[config.mk]
export PLATFORM = sky130hd
export DESIGN_NAME = acld_term
export DESIGN_NICKNAME = d
export VERILOG_FILES = /design/src/design/acld_pkg.sv /design/src/design/acld_term.sv
export SDC_FILE = /design/constraint.sdc
export NUM_CORES = 2
export LEC_CHECK = 0
export CELL_PAD_IN_SITES_DETAIL_PLACEMENT = 1
export CELL_PAD_IN_SITES_GLOBAL_PLACEMENT = 1
export CORE_ASPECT_RATIO = 0.6
export CORE_MARGIN = 1.5
export CORE_UTILIZATION = 53
export CTS_CLUSTER_SIZE = 16
export DETAILED_ROUTE_END_ITERATION = 6
export DONT_BUFFER_PORTS = 1
export PLACE_DENSITY = 0.92
export SYNTH_ARGS = -nofsm -noshare
export SYNTH_HDL_FRONTEND = slang
export SYNTH_SLANG_ARGS = --single-unit
[constraint.sdc]
create_clock -name clk -period 10.35 [get_ports clk]
set_input_delay 1.035 -clock clk [delete_from_list [all_inputs] [get_ports clk]]
set_output_delay 1.035 -clock clk [all_outputs]
set_load 0.02 [all_outputs]
[src/design/acld_pkg.sv]
// ----------------------------------------------------------------------------
// acld_pkg: shared types and constants
// Types and constants shared by the lower-bound distance engine and its
// submodules.
// ----------------------------------------------------------------------------
`default_nettype none

package acld_pkg;

  localparam int DEF_MAX_DIMS  = 16;
  localparam int DEF_MAX_CELLS = 256;

  localparam logic OP_LOAD = 1'b0;
  localparam logic OP_TERM = 1'b1;

  localparam logic REG_SERIES_LENGTH = 1'b0;

  localparam logic [16:0] SERIES_LENGTH_RESET = 17'd256;

  localparam int DIV_STEPS = 64;

  typedef struct packed {
    logic        valid;
    logic        last;
    logic        live;
    logic        above;
    logic [31:0] qcoef;
  } issue_t;

  typedef struct packed {
    logic        valid;
    logic        last;
    logic [63:0] term;
  } term_t;

  typedef struct packed {
    logic busy;
    logic done;
  } div_stat_t;

  typedef enum logic [1:0] {
    DIV_IDLE,
    DIV_RUN,
    DIV_DONE
  } div_state_t;

endpackage

`default_nettype wire

[src/design/acld_term.sv]
// ----------------------------------------------------------------------------
// acld_term: distance term pipeline
// Forms the gap from the boundary read, squares its magnitude and doubles the
// square with saturation, over three register stages.
// ----------------------------------------------------------------------------
`default_nettype none

module acld_term (
  input  wire logic            clk,
  input  wire logic            rst,
  input  wire acld_pkg::issue_t issue,
  input  wire logic [31:0]     rdata,
  output acld_pkg::term_t      result,
  output logic                 last_busy
);

  import acld_pkg::*;

  issue_t      s1;
  logic        s2_valid;
  logic        s2_last;
  logic [31:0] s2_mag;
  logic        s3_valid;
  logic        s3_last;
  logic [63:0] s3_sq;

  logic signed [32:0] gap;
  logic        [32:0] mag_wide;
  logic        [31:0] mag;

  always_comb begin
    if (s1.above) begin
      gap = {rdata[31], rdata} - {s1.qcoef[31], s1.qcoef};
    end else begin
      gap = {s1.qcoef[31], s1.qcoef} - {rdata[31], rdata};
    end
    mag_wide = gap[32] ? (33'd0 - gap) : gap;
    mag = s1.live ? mag_wide[31:0] : 32'd0;
  end

  always_ff @(posedge clk) begin
    if (rst) begin
      s1.valid <= 1'b0;
      s2_valid <= 1'b0;
      s3_valid <= 1'b0;
    end else begin
      s1.valid <= issue.valid;
      s2_valid <= s1.valid;
      s3_valid <= s2_valid;
    end
    s1.last  <= issue.last;
    s1.live  <= issue.live;
    s1.above <= issue.above;
    s1.qcoef <= issue.qcoef;
    s2_last  <= s1.last;
    s2_mag   <= mag;
    s3_last  <= s2_last;
    s3_sq    <= 64'(s2_mag) * 64'(s2_mag);
  end

  always_comb begin
    result.valid = s3_valid;
    result.last  = s3_last;
    result.term  = s3_sq[63] ? {64{1'b1}} : {s3_sq[62:0], 1'b0};
    last_busy    = (s1.valid && s1.last) || (s2_valid && s2_last) ||
                   (s3_valid && s3_last);
  end

endmodule

`default_nettype wire

==> flow_metrics.tcl <==
set metrics [dict create \
    io_pins 137 \
    drt-pass1-iter-count 7 \
    clk_pin_slew_ps 80 \
    critPathMaxStageDelay_ps 1170 \
    status "finished, final reports clean" \
    yosysUniqueCellTypes 95 \
    critPathLaunchType "flip-flop" \
    synth_compound_area_share_pct 9.25 \
    ys_ff_latch 135 \
    synthArstFlopShare_pct 0 \
    start_util_pct 53.6 \
    end_kind "flip-flop" \
    max_freq_mhz 104 \
    synthTopCellsByArea "fa_1, ha_1, inv_1, dfxtp_1, and2_1" \
    synth_simple_gate_area_share_pct 12.5 \
    skew_ps 17.8 \
    synth_xor_area_share_pct 3.59 \
    path_max_fanout 24 \
    hp-class "flip-flop to flip-flop" \
    drtIter0Drc 2991 \
    setup_tns_ps 0 \
    rsz0062_at_grt "no" \
    min_period_over_period_pct 92.7 \
    drc 0 \
    yosysSeqAreaShare_pct 7.21 \
    criticalPathCategory "flip-flop to flip-flop" \
    tightest_slew_ps 1360 \
    die_area_um2 72400 \
    maxCapViolations 0 \
    syn_nets 5320 \
    synthMuxAreaShare_pct 0.477 \
    area_growth_pct 3.89 \
    overflow 0 \
    synth_fa_ha_area_share_pct 54.5 \
    cts_hold_buf 0 \
    dpl.hpwl_um 110000 \
    grt_pass1_wl_um 207000 \
    track_usage_pct 38.1 \
    portBuffers 0 \
    min_from "s1[34]" \
    insertion_delay_ps 520 \
    drive_above_1_share_pct 5.34 \
    required_ps 10790 \
    die_h_um 209 \
    synth-edff-count 0 \
    viasPerCell 6.07 \
    yosysMostFrequentCell "inv_1" \
    relSlewSlack_pct 9.21 \
    arrival_ps 10040 \
    grt_pass1_vias 35300 \
    slew_violations 0 \
    post_cts_resized 0 \
    htreeDepth 4 \
    root_buffer "clkbuf_16" \
    synthTopCellsByCount "inv_1, fa_1, ha_1, nand2_1, and2_1" \
    yosys_warnings 0 \
    synth_top_flop_cell "dfxtp_1" \
    slowest_stage "dfxtp_1" \
    rows 75 \
    cts_buffers 17 \
    die_x_um 346 \
    wl_per_cell_um 27.0 \
    syn_inst 4093 \
    cts_sinks 135 \
    cp-startpoint "s2_mag[5]" \
    netlist.area_leader.share_pct 42.4 \
    synth_area_per_cell_um2 9.16 \
    antenna_found_initial 5 \
    core_um2 69900 \
    cts_setup_buffers 0 \
    setup_viol 0 \
    reg2reg_from "s2_mag[5]" \
    synth_top_area_cell "fa_1" \
    netlist_area_um2 37500 \
    period_minus_slack_ps 9590 \
    ctsLongestPathBuffers 2 \
    place_congestion 1.00 \
    ant_nets 0 \
    synth_top_family_by_area "adder cells" \
    cpMostUsedCell "fa_1" \
    grt_start_max_net_pins 60 \
    hold_violations 0 \
    num_vias 29900 \
    wl_um 133000 \
    nets 5224 \
    cts_tree "done" \
]
## cell usage in the layout (no fill, tap or decap), types with 54 or more instances in the layout
cell	Yosys	final
inv_1	1054	1054
fa_1	794	794
ha_1	363	363
nand2_1	310	310
and2_1	244	244
nor2_1	132	132
a21oi_1	130	130
dfxtp_1	135	130
xnor2_1	82	82
a21o_1	82	82
or2_2	73	73
xor2_1	66	66
o21ai_0	54	54
## stage by stage
| stage | util, % | instance area (um^2) | setup WS [ps] | hold slack [ps] | instances |
|---|---|---|---|---|---|
| floorplan | - | 37500 | 2570 | 330 | 4093 |
| detailed placement | 54.8 | 38300 | 1110 | 352 | 4902 |
| CTS | 55.7 | 38900 | 1060 | 362 | 4934 |
| global placement | 54.8 | 38300 | 1520 | 337 | 4902 |
| finish | 55.7 | 38900 | 756 | 361 | 4936 |
| global route | 55.7 | 38900 | 553 | 374 | 4934 |
## cells by family (layout without fill, tap and decap cells)
group | Yosys count | in the layout
multiplexers | 17 | 17
XOR/XNOR | 151 | 151
AO/OA/AOI/OAI | 499 | 499
AND/OR/NAND/NOR | 915 | 915
other | 0 | 2
buffers and inverters | 1219 | 1136
flip-flops | 135 | 135
adder cells (fa/ha/maj) | 1157 | 1157
## worst max-delay path: cells and delay by family, from the launching register on
family,cells,cell delay [ps]
and+or+nand+nor,7,1990
adders and majority gates,9,4570
buffers and inverters,5,390
DFF,1,1170
xor gates and xnor gates,1,160
AOI/OAI and AO/OA,3,1230
## cell type report
class	count	area [um^2]
Antenna cell	2	5.00
Clock buffer	17	425
Clock inverter	15	184
Fill cell	7966	31000
Inverter	1056	3960
Multi-Input combinational cell	2739	30100
Sequential cell	135	2710
Tap cell	924	1160
Timing Repair Buffer	48	360
## sequential cells by signal, summed over array words and instances, names as in the netlist
register	count
s3_last	1
s2_mag	32
s3_sq	63
s1	36
s2_last	1
s2_valid	1
s3_valid	1
## final timing paths
check | to | slack, ps | cells past startpoint
worst min register to register | s2_last | 360 | 0
worst max register to register | s3_sq[50] | 760 | 25
worst min-delay path | s2_last | 360 | 0
worst max-delay path | s3_sq[50] | 760 | 25
## layer usage
layer,GRT usage [%],vias to the layer above,part of all wire [%]
met1,46.7,15300,36
met3,10.8,549,11
met4,20.2,6,5.8
met2,61.5,1873,47
li1,-,12200,-
met5,0,-,0.027
Power is not shown: default switching activity piles up to over one toggle a cycle in this logic, so the estimate is an artifact.
