### config.mk
export PLATFORM = sky130hd
export DESIGN_NAME = acld_div
export DESIGN_NICKNAME = d
export VERILOG_FILES = /design/src/design/acld_pkg.sv /design/src/design/acld_div.sv
export SDC_FILE = /design/constraint.sdc
export NUM_CORES = 1
export LEC_CHECK = 0
export ABC_CLOCK_PERIOD_IN_PS = 4100
export BUFFER_PORTS_ARGS = -buffer_cell sky130_fd_sc_hd__clkbuf_2
export CORE_ASPECT_RATIO = 0.75
export CORE_MARGIN = 10
export CORE_UTILIZATION = 45
export DETAILED_ROUTE_END_ITERATION = 10
export PLACE_DENSITY = 0.7
export SKIP_LAST_GASP = 1
export SLEW_MARGIN = 20
export SYNTH_ARGS = -nofsm -noshare
export SYNTH_HDL_FRONTEND = slang
export SYNTH_SLANG_ARGS = --single-unit
### constraint.sdc
create_clock -name clk -period 4.1 [get_ports clk]
set_input_delay 0.205 -clock clk [delete_from_list [all_inputs] [get_ports clk]]
set_output_delay 0.205 -clock clk [all_outputs]
set_load 0.01 [all_outputs]
### src/design/acld_pkg.sv
// ----------------------------------------------------------------------------
// acld_pkg: shared types and constants
// Types and constants shared by the lower-bound distance engine and its
// submodules.
// ----------------------------------------------------------------------------
`default_nettype none

package acld_pkg;

  localparam int DEF_MAX_DIMS  = 16;
  localparam int DEF_MAX_CELLS = 256;

  localparam logic OP_LOAD = 1'b0;
  localparam logic OP_TERM = 1'b1;

  localparam logic REG_SERIES_LENGTH = 1'b0;

  localparam logic [16:0] SERIES_LENGTH_RESET = 17'd256;

  localparam int DIV_STEPS = 64;

  typedef struct packed {
    logic        valid;
    logic        last;
    logic        live;
    logic        above;
    logic [31:0] qcoef;
  } issue_t;

  typedef struct packed {
    logic        valid;
    logic        last;
    logic [63:0] term;
  } term_t;

  typedef struct packed {
    logic busy;
    logic done;
  } div_stat_t;

  typedef enum logic [1:0] {
    DIV_IDLE,
    DIV_RUN,
    DIV_DONE
  } div_state_t;

endpackage

`default_nettype wire

### src/design/acld_div.sv
// ----------------------------------------------------------------------------
// acld_div: sequential divider
// Restoring divider that retires one quotient bit per cycle and saturates the
// quotient to 63 bits.
// ----------------------------------------------------------------------------
`default_nettype none

module acld_div (
  input  wire logic          clk,
  input  wire logic          rst,
  input  wire logic          start,
  input  wire logic [63:0]   dividend,
  input  wire logic [16:0]   divisor,
  input  wire logic          take,
  output acld_pkg::div_stat_t stat,
  output logic      [62:0]   quotient
);

  import acld_pkg::*;

  localparam int CW = $clog2(DIV_STEPS);

  div_state_t    state;
  div_state_t    state_next;
  logic [63:0]   dvd;
  logic [16:0]   rem;
  logic [16:0]   dsr;
  logic [CW-1:0] count;

  logic [17:0] trial;
  logic [18:0] diff;
  logic        ge;
  logic        final_step;

  always_comb begin
    trial      = {rem, dvd[63]};
    diff       = {1'b0, trial} - {2'b00, dsr};
    ge         = !diff[18];
    final_step = (count == CW'(DIV_STEPS - 1));
  end

  always_ff @(posedge clk) begin
    if (rst) begin
      state <= DIV_IDLE;
    end else begin
      state <= state_next;
    end
  end

  always_comb begin
    state_next = state;
    case (state)
      DIV_IDLE: begin
        if (start) begin
          state_next = DIV_RUN;
        end
      end
      DIV_RUN: begin
        if (final_step) begin
          state_next = DIV_DONE;
        end
      end
      DIV_DONE: begin
        if (take) begin
          state_next = DIV_IDLE;
        end
      end
      default: state_next = DIV_IDLE;
    endcase
  end

  always_comb begin
    stat.busy = (state != DIV_IDLE);
    stat.done = (state == DIV_DONE);
    quotient  = dvd[63] ? {63{1'b1}} : dvd[62:0];
  end

  always_ff @(posedge clk) begin
    if (state == DIV_IDLE && start) begin
      dvd   <= dividend;
      rem   <= 17'd0;
      dsr   <= (divisor == 17'd0) ? 17'd1 : divisor;
      count <= '0;
    end else if (state == DIV_RUN) begin
      dvd   <= {dvd[62:0], ge};
      rem   <= ge ? diff[16:0] : trial[16:0];
      count <= count + CW'(1);
    end
  end

endmodule

`default_nettype wire

==> summary.md, run 1 <==
| Metric | Value |
|---|---|
| Status | complete, no violations |
| Post-route setup TNS | 0 ns |
| Post-Layout Cell Count | 905 |
| CP dominant cell by count | inv_1 |
| Pre-Repair DR Iteration Count | 5 |
| Synthesized Nets | 715 |
| Max Cap Violations | 0 |
| Post-DRT Antenna Nets | 0 |
| Post-cts resize count | 0 |
| Fmax | 0.303 GHz |
| Avg WL per Cell | 15.5 um |
| Via density | 5.00 |
| Final wirelength | 14000 um |
| Skew final | 0.00696 ns |
| Top Family by Delay on Critical Path | compound AO/OA/AOI/OAI gates |
| Synthesized area per cell | 9.26 um^2 |
| Setup violators final | 0 |
| YS warnings | 0 |
| Switching part of the total | 0.344 |
| DRC Markers | 0 |
| Largest net degree at the start of global routing | 87 |
| Critical Path End Type | flop |
| Largest family of logic cells by synthesized area | simple AND/OR/NAND/NOR gates |
| First-pass GRT wire length | 22200 um |
| Mux contribution to synthesized area | 0.0232 |
| Clock power share | 0.239 |
| Crit path buf inv count | 3 |
| P&R area growth vs syn | 19.2% |
| Total global-route track usage | 0.157 |
| Tcrit/Tclk final | 0.805 |
| Worst-Skew Late Latency | 0.35 ns |
| Total grt overflow | 0 |
| Cell Area, Synth | 5660 um^2 |
| Setup bufs post-CTS | 0 |
| CTS tree | done |
| Pleak | 3.23 nW |
| Synth Instances | 611 |
| Worst Reg-to-Reg Cells | 12 |
| Worst EP required | 4.32 ns |
| Placed cell areas | 6460 um^2 |
| Most Used Layer, Global Route | met2 |
| Initial drt markers | 279 |
| Total power | 3.52 mW |
| Starting Density | 0.460 |
| Width of the chip | 149 um |
| Met3 Resource Use GR | 0.0526 |
| Std cell rows | 35 |
| Crit Path Class | reg -> reg |
| # IOs | 150 |
| Fin area | 6740 um^2 |
| Compound-Gate Fraction of Synth Area | 0.0761 |
| DIE AREA | 17500 um^2 |
| Placer Congestion | 0.903 |
| Post-Synth XOR/XNOR Area | 0.0263 |
| HPWL after DPL | 10300 um |
| CP max-delay cell | a41oi_2 |
| Sequential Power Share | 0.420 |
| Rel. slew slack | 0.392 |
| Cts bufs inserted | 9 |
| Post-synth top flop | edfxtp_1 |
| Layout Utilization | 0.548 |
| GR Util met1 | 0.200 |
| Startpoint types | flop |
| Tightest Pin Transition | 0.912 ns |
| Core region area | 12300 um^2 |
| Sequential share of the synthesized area | 0.518 |
| Synth Area in Adders | 0.0433 |
| N_diodes | 0 |
| Max incr delay on CP | 0.54 ns |
| Worst path cell trace | inv_1 -> ha_1 -> inv_1 -> fa_1 -> a21oi_1 -> o2bb2ai_1 -> o311ai_4 -> a31oi_4 -> a41oi_2 -> buf_4 -> mux2i_1 -> o21ai_0 |
| Number of synthesized flops with an enable pin | 81 |
| Reg2Reg Setup Slack | 0.80 ns |
| Filler instances | 1112 |
| Grt met2 use | 0.246 |
| Clock root cell | clkbuf_16 |
| Post-CTS Hold Buffers | 0 |
| Die Span Y | 117 um |
| Final Slew Violations | 0 |
| RSZ-0062 raised after global routing | false |
| Crit path depth | 12 |
| IO Port Bufs | 149 |
| Worst VDD drop | 0.000279 V |
| Placed Instances | 889 |
| Comb pwr share | 0.341 |
| Simple-gate portion of the synthesized area | 0.258 |
| Fin. Hold Viols | 0 |
| Clock Sinks | 106 |
| Clk slew on worst S/H paths | 0.07 ns |
| Clk buf depth | 2 |
| Vias in the first global route | 4602 |
| Synth cell types | 53 |
| Hold Path Depth | 1 |
| Synth Register Bits | 106 |
| WP data arrival | 3.52 ns |
| Internal power | 2.31 mW |
| Worst-path maximum fanout | 11 |
| Asr flop ratio synth | 0 |
| Initial antenna violation count | 0 |
| Layout cell share with drive strength beyond 1 | 0.338 |
| H-tree Lvls | 3 |
| Nets | 838 |
| Hold WC Path Type | in -> reg |
| Via count | 4522 |
| Psw | 1.21 mW |
| Pwr Density | 522 nW/um^2 |
| Final Critical Period | 3.30 ns |
==> power by group through the flow <==
stage	sequential, mW	clock [mW]	combinational [mW]
final	1.48	0.841	1.20
after global placement	1.49	0	1.16
after CTS	1.48	0.869	1.21
after floorplan	1.46	0	0.955
after detailed placement	1.50	0	1.20
after global routing	1.50	0.913	1.35
==> kinds of logic after synthesis <==
kind of cell               Yosys count
and+or+nand+nor                    327
DFF                                106
buffers and inverters               71
AOI/OAI and AO/OA                   58
adders and majority gates           19
xor gates and xnor gates            17
muxes                               13
==> synthesized netlist by cell type, types with 3 or more instances <==
library cell | n | share of area
o21ai_0 | 12 | 0.011
nand2_1 | 211 | 0.14
a21oi_1 | 8 | 0.0071
dfxtp_1 | 25 | 0.088
edfxtp_1 | 81 | 0.43
o21bai_1 | 3 | 0.0040
a22oi_1 | 3 | 0.0040
ha_1 | 18 | 0.040
nor4_1 | 3 | 0.0033
nor3_1 | 6 | 0.0053
nor2_1 | 20 | 0.013
or2_2 | 63 | 0.070
mux2i_1 | 12 | 0.021
a21o_1 | 5 | 0.0066
nand4_1 | 4 | 0.0044
nand3_1 | 8 | 0.0071
xor2_1 | 10 | 0.015
xnor2_1 | 7 | 0.011
clkbuf_1 | 39 | 0.026
inv_1 | 26 | 0.017
o21ai_1 | 7 | 0.0062
==> through the flow <==
stage | setup WS, ns | hold slack [ns]
finish | 0.799 | 0.0457
global route | 0.514 | 0.0256
CTS | 0.789 | 0.0334
detailed placement | 0.832 | 0.402
global placement | 1.02 | 0.399
floorplan | 1.34 | 0.277
==> final timing paths <==
path,startpoint,to
worst max-delay path,dvd[63]$_DFFE_PP_,rem[4]$_SDFFE_PP0P_
worst min-delay path,divisor[15],dsr[15]$_SDFFCE_PN0P_
worst max register to register,dvd[63]$_DFFE_PP_,rem[4]$_SDFFE_PP0P_
worst min register to register,rem[16]$_SDFFE_PP0P_,rem[16]$_SDFFE_PP0P_
==> flip-flops by register name, indices dropped and copies added, names as in the netlist <==
signal	flops
dvd	64
state	2
dsr	17
count	6
rem	17
==> cell type report <==
class / instances / area, um^2 / share of cell area
Timing Repair Buffer: 156 / 798 / 0.118
Clock inverter: 7 / 57.6 / 0.00853
Tap cell: 166 / 208 / 0.0308
Clock buffer: 9 / 225 / 0.0334
Multi-Input combinational cell: 434 / 2420 / 0.359
Sequential cell: 106 / 2930 / 0.435
Inverter: 27 / 101 / 0.0150
==> layout by cell type, fill, tap and decap left out, drive strengths merged, types with 3 or more instances in the layout <==
cell / Yosys / routed
a21o: 5 / 5
a21oi: 10 / 10
a22oi: 3 / 3
a31oi: 3 / 3
buf: 4 / 7
clkbuf: 39 / 158
dfxtp: 25 / 25
edfxtp: 81 / 81
ha: 18 / 18
inv: 27 / 32
mux2i: 12 / 12
nand2: 212 / 212
nand3: 8 / 8
nand4: 4 / 4
nor2: 20 / 20
nor3: 6 / 6
nor4: 3 / 3
o211ai: 3 / 3
o21ai: 20 / 20
o21bai: 3 / 3
or2: 63 / 63
xnor2: 7 / 7
xor2: 10 / 10
==> metal layers <==
layer	wire (um)	vias to the layer above
li1	-	2257
met1	6200	2097
met2	6590	142
met3	952	26
met4	263	0
met5	0	-
Note: power is estimated with default switching activity, not from simulation.
==> run 2, diff against run 1 <==
Settings changed: ABC_CLOCK_PERIOD_IN_PS 4100 to 2750, PLACE_DENSITY 0.7 to 0.73.
Clock period 4.1 ns to 2.75 ns, I/O delays scaled along.
==> run 2 against run 1 <==
Compared with the run above:
- via count grew 2.1%
- first-iteration DRC count grew 30%
- die area is the same
- clock power grew 64%
- register-to-register slack lost 0.77 ns
- power grew 58%
- utilization grew 2.6 points
- non-clock buffer count grew 24
- sequential share of layout area shrank 2.0 points
- worst hold slack lost 0.0017 ns
- worst setup slack lost 0.77 ns
- cell count grew 2.8%
==> summary.md, run 2 (synthesis results as in run 1) <==
| Metric | Value |
|---|---|
| Initial antenna violation count | 1 (was 0) |
| Final Critical Period | 2.72 ns (was 3.30 ns) |
| Worst VDD drop | 0.000418 V (was 0.000279 V) |
| Placer Congestion | 0.865 (was 0.903) |
| Commonest non-fill, non-tap cell in the layout | nand2_1 (unchanged) |
| Cts bufs inserted | 9 (unchanged) |
| Largest Register | dvd (unchanged) |
| Core region area | 12300 um^2 (unchanged) |
| Largest net degree at the start of global routing | 87 (unchanged) |
| Startpoint types | flop (unchanged) |
| Layout Utilization | 0.574 (was 0.548) |
| Total global-route track usage | 0.157 (about the same) |
| Layout cell share with drive strength beyond 1 | 0.346 (was 0.338) |
| Via count | 4616 (was 4522) |
| Rel. slew slack | 0.394 (was 0.392) |
| Starting Density | 0.460 (unchanged) |
| Worst Hold Slack | 0.0440 ns (was 0.0457 ns) |
| Final Slew Violations | 0 (unchanged) |
| Fmax | 0.367 GHz (was 0.303 GHz) |
| Clock root cell | clkbuf_16 (unchanged) |
| Initial drt markers | 362 (was 279) |
| DIE AREA | 17500 um^2 (unchanged) |
| Reg2reg start | dvd[63]$_DFFE_PP_ (unchanged) |
| Avg WL per Cell | 15.5 um (about the same) |
| HPWL after DPL | 10300 um (about the same) |
| Tightest Pin Transition | 0.909 ns (was 0.912 ns) |
| Setup violators final | 0 (unchanged) |
| DRC Markers | 0 (unchanged) |
| P&R area growth vs syn | 24.8% (was 19.2%) |
| # IOs | 150 (unchanged) |
| Clock Sinks | 106 (unchanged) |
| Crit Path Class | reg -> reg (unchanged) |
| Post-route setup TNS | 0 ns (unchanged) |
| Max reg flops | 64 (unchanged) |
| Critical Path End Type | flop (unchanged) |
| CTS tree | done (unchanged) |
| H-tree Lvls | 3 (unchanged) |
| Setup crit start | dvd[63]$_DFFE_PP_ (unchanged) |
| RSZ-0062 raised after global routing | true (was false) |
| Hold WC Path Type | in -> reg (unchanged) |
| Largest regs | dvd: 64 flops, dsr: 17 flops, rem: 17 flops (unchanged) |
| Fin. Hold Viols | 0 (unchanged) |
| Clk slew on worst S/H paths | 0.07 ns (about the same) |
| Skew final | 0.0106 ns (was 0.00696 ns) |
| Worst-Skew Late Latency | 0.34 ns (was 0.35 ns) |
| Total grt overflow | 0 (unchanged) |
| IO Port Bufs | 149 (unchanged) |
| Nets | 862 (was 838) |
| Pwr Density | 786 nW/um^2 (was 522 nW/um^2) |
| Pleak | 3.34 nW (was 3.23 nW) |
| Std cell rows | 35 (unchanged) |
| Clk buf depth | 2 (unchanged) |
| Via density | 4.96 (was 5.00) |
| WP data arrival | 2.93 ns (was 3.52 ns) |
| Worst hold path startpoint | dividend[22] (was divisor[15]) |
| Width of the chip | 149 um (unchanged) |
| Most frequent cells in the layout | nand2_1 (210), clkbuf_2 (149), edfxtp_1 (81), or2_2 (63), dfxtp_1 (25) (was nand2_1 (210), clkbuf_2 (149), edfxtp_1 (81), or2_2 (63)) |
| Post-DRT Antenna Nets | 0 (unchanged) |
| Max Cap Violations | 0 (unchanged) |
| Pre-Repair DR Iteration Count | 4 (was 5) |
| Filler instances | 1085 (was 1112) |
| Tcrit/Tclk final | 0.991 (was 0.805) |
| First-pass GRT wire length | 22500 um (was 22200 um) |
| Worst-path maximum fanout | 9 (was 11) |
| Vias in the first global route | 4671 (was 4602) |
| Status | complete, no violations (unchanged) |
| Die Span Y | 117 um (unchanged) |
| Final wirelength | 14400 um (was 14000 um) |
| Worst EP required | 2.96 ns (was 4.32 ns) |
run 2: layout make-up:
class,instances,area (um^2),area share
diodes,1,2.50,0.000354
clock buffers,9,225,0.0319
clock inverters,7,91.3,0.0129
inverters,27,101,0.0143
multi-input cells,434,2460,0.348
flip-flops and latches,106,2930,0.415
well taps,166,208,0.0294
repair buffers,180,1040,0.147
run 2: final timing paths:
kind                                to  slack, ns  cells after the start
setup / recovery  rem[10]$_SDFFE_PP0P_       0.03                     12
hold / removal       dvd[22]$_DFFE_PP_       0.04                      3
setup reg to reg  rem[10]$_SDFFE_PP0P_       0.03                     12
hold reg to reg   rem[11]$_SDFFE_PP0P_       0.49                      2
run 2: timing repair:
action,4_1_cts,5_1_grt
hold buffers,17,0
setup buffers,0,5
pin swaps,1,8
gates cloned,0,0
gates resized for setup,3,12
endpoints found under the setup margin,12,18
endpoints found under the hold margin,18,0
run 2: per-layer routing:
metal	part of all wire	wire length, um	up-vias	global-route usage
met5	0	0	-	0
met4	0.013	189	0	0.0457
met3	0.053	770	16	0.0449
met2	0.49	7120	106	0.254
met1	0.44	6340	2185	0.201
li1	-	-	2309	-
run 2: where the power goes:
part	leakage, nW	internal, mW	switching [mW]	total (mW)
clock network	0.147	0.795	0.580	1.38
logic	2.19	0.897	1.07	1.97
registers	1.01	2.03	0.177	2.21
run 2: per-stage QoR:
stage / setup WS (ns) / cells / area [um^2] / power, mW
2_1_floorplan: 0.0152 / 611 / 5660 / 3.60
3_3_place_gp: 0.0128 / 891 / 6490 / 3.98
3_5_place_dp: -0.0663 / 891 / 6490 / 4.07
4_1_cts: 0.0170 / 924 / 6990 / 5.49
5_1_grt: -0.0937 / 930 / 7060 / 5.88
6_report: 0.0254 / 930 / 7060 / 5.55
run 2: critical path, stage by stage (launching register included):
cell and delay, ns:
edfxtp_1 0.40, inv_2 0.09, ha_4 0.13, inv_2 0.04, fa_2 0.37, a21oi_2 0.18
o2bb2ai_2 0.10, o311ai_4 0.33, a31oi_4 0.14, a41oi_2 0.30, buf_6 0.19, mux2i_1 0.23
o21ai_1 0.09
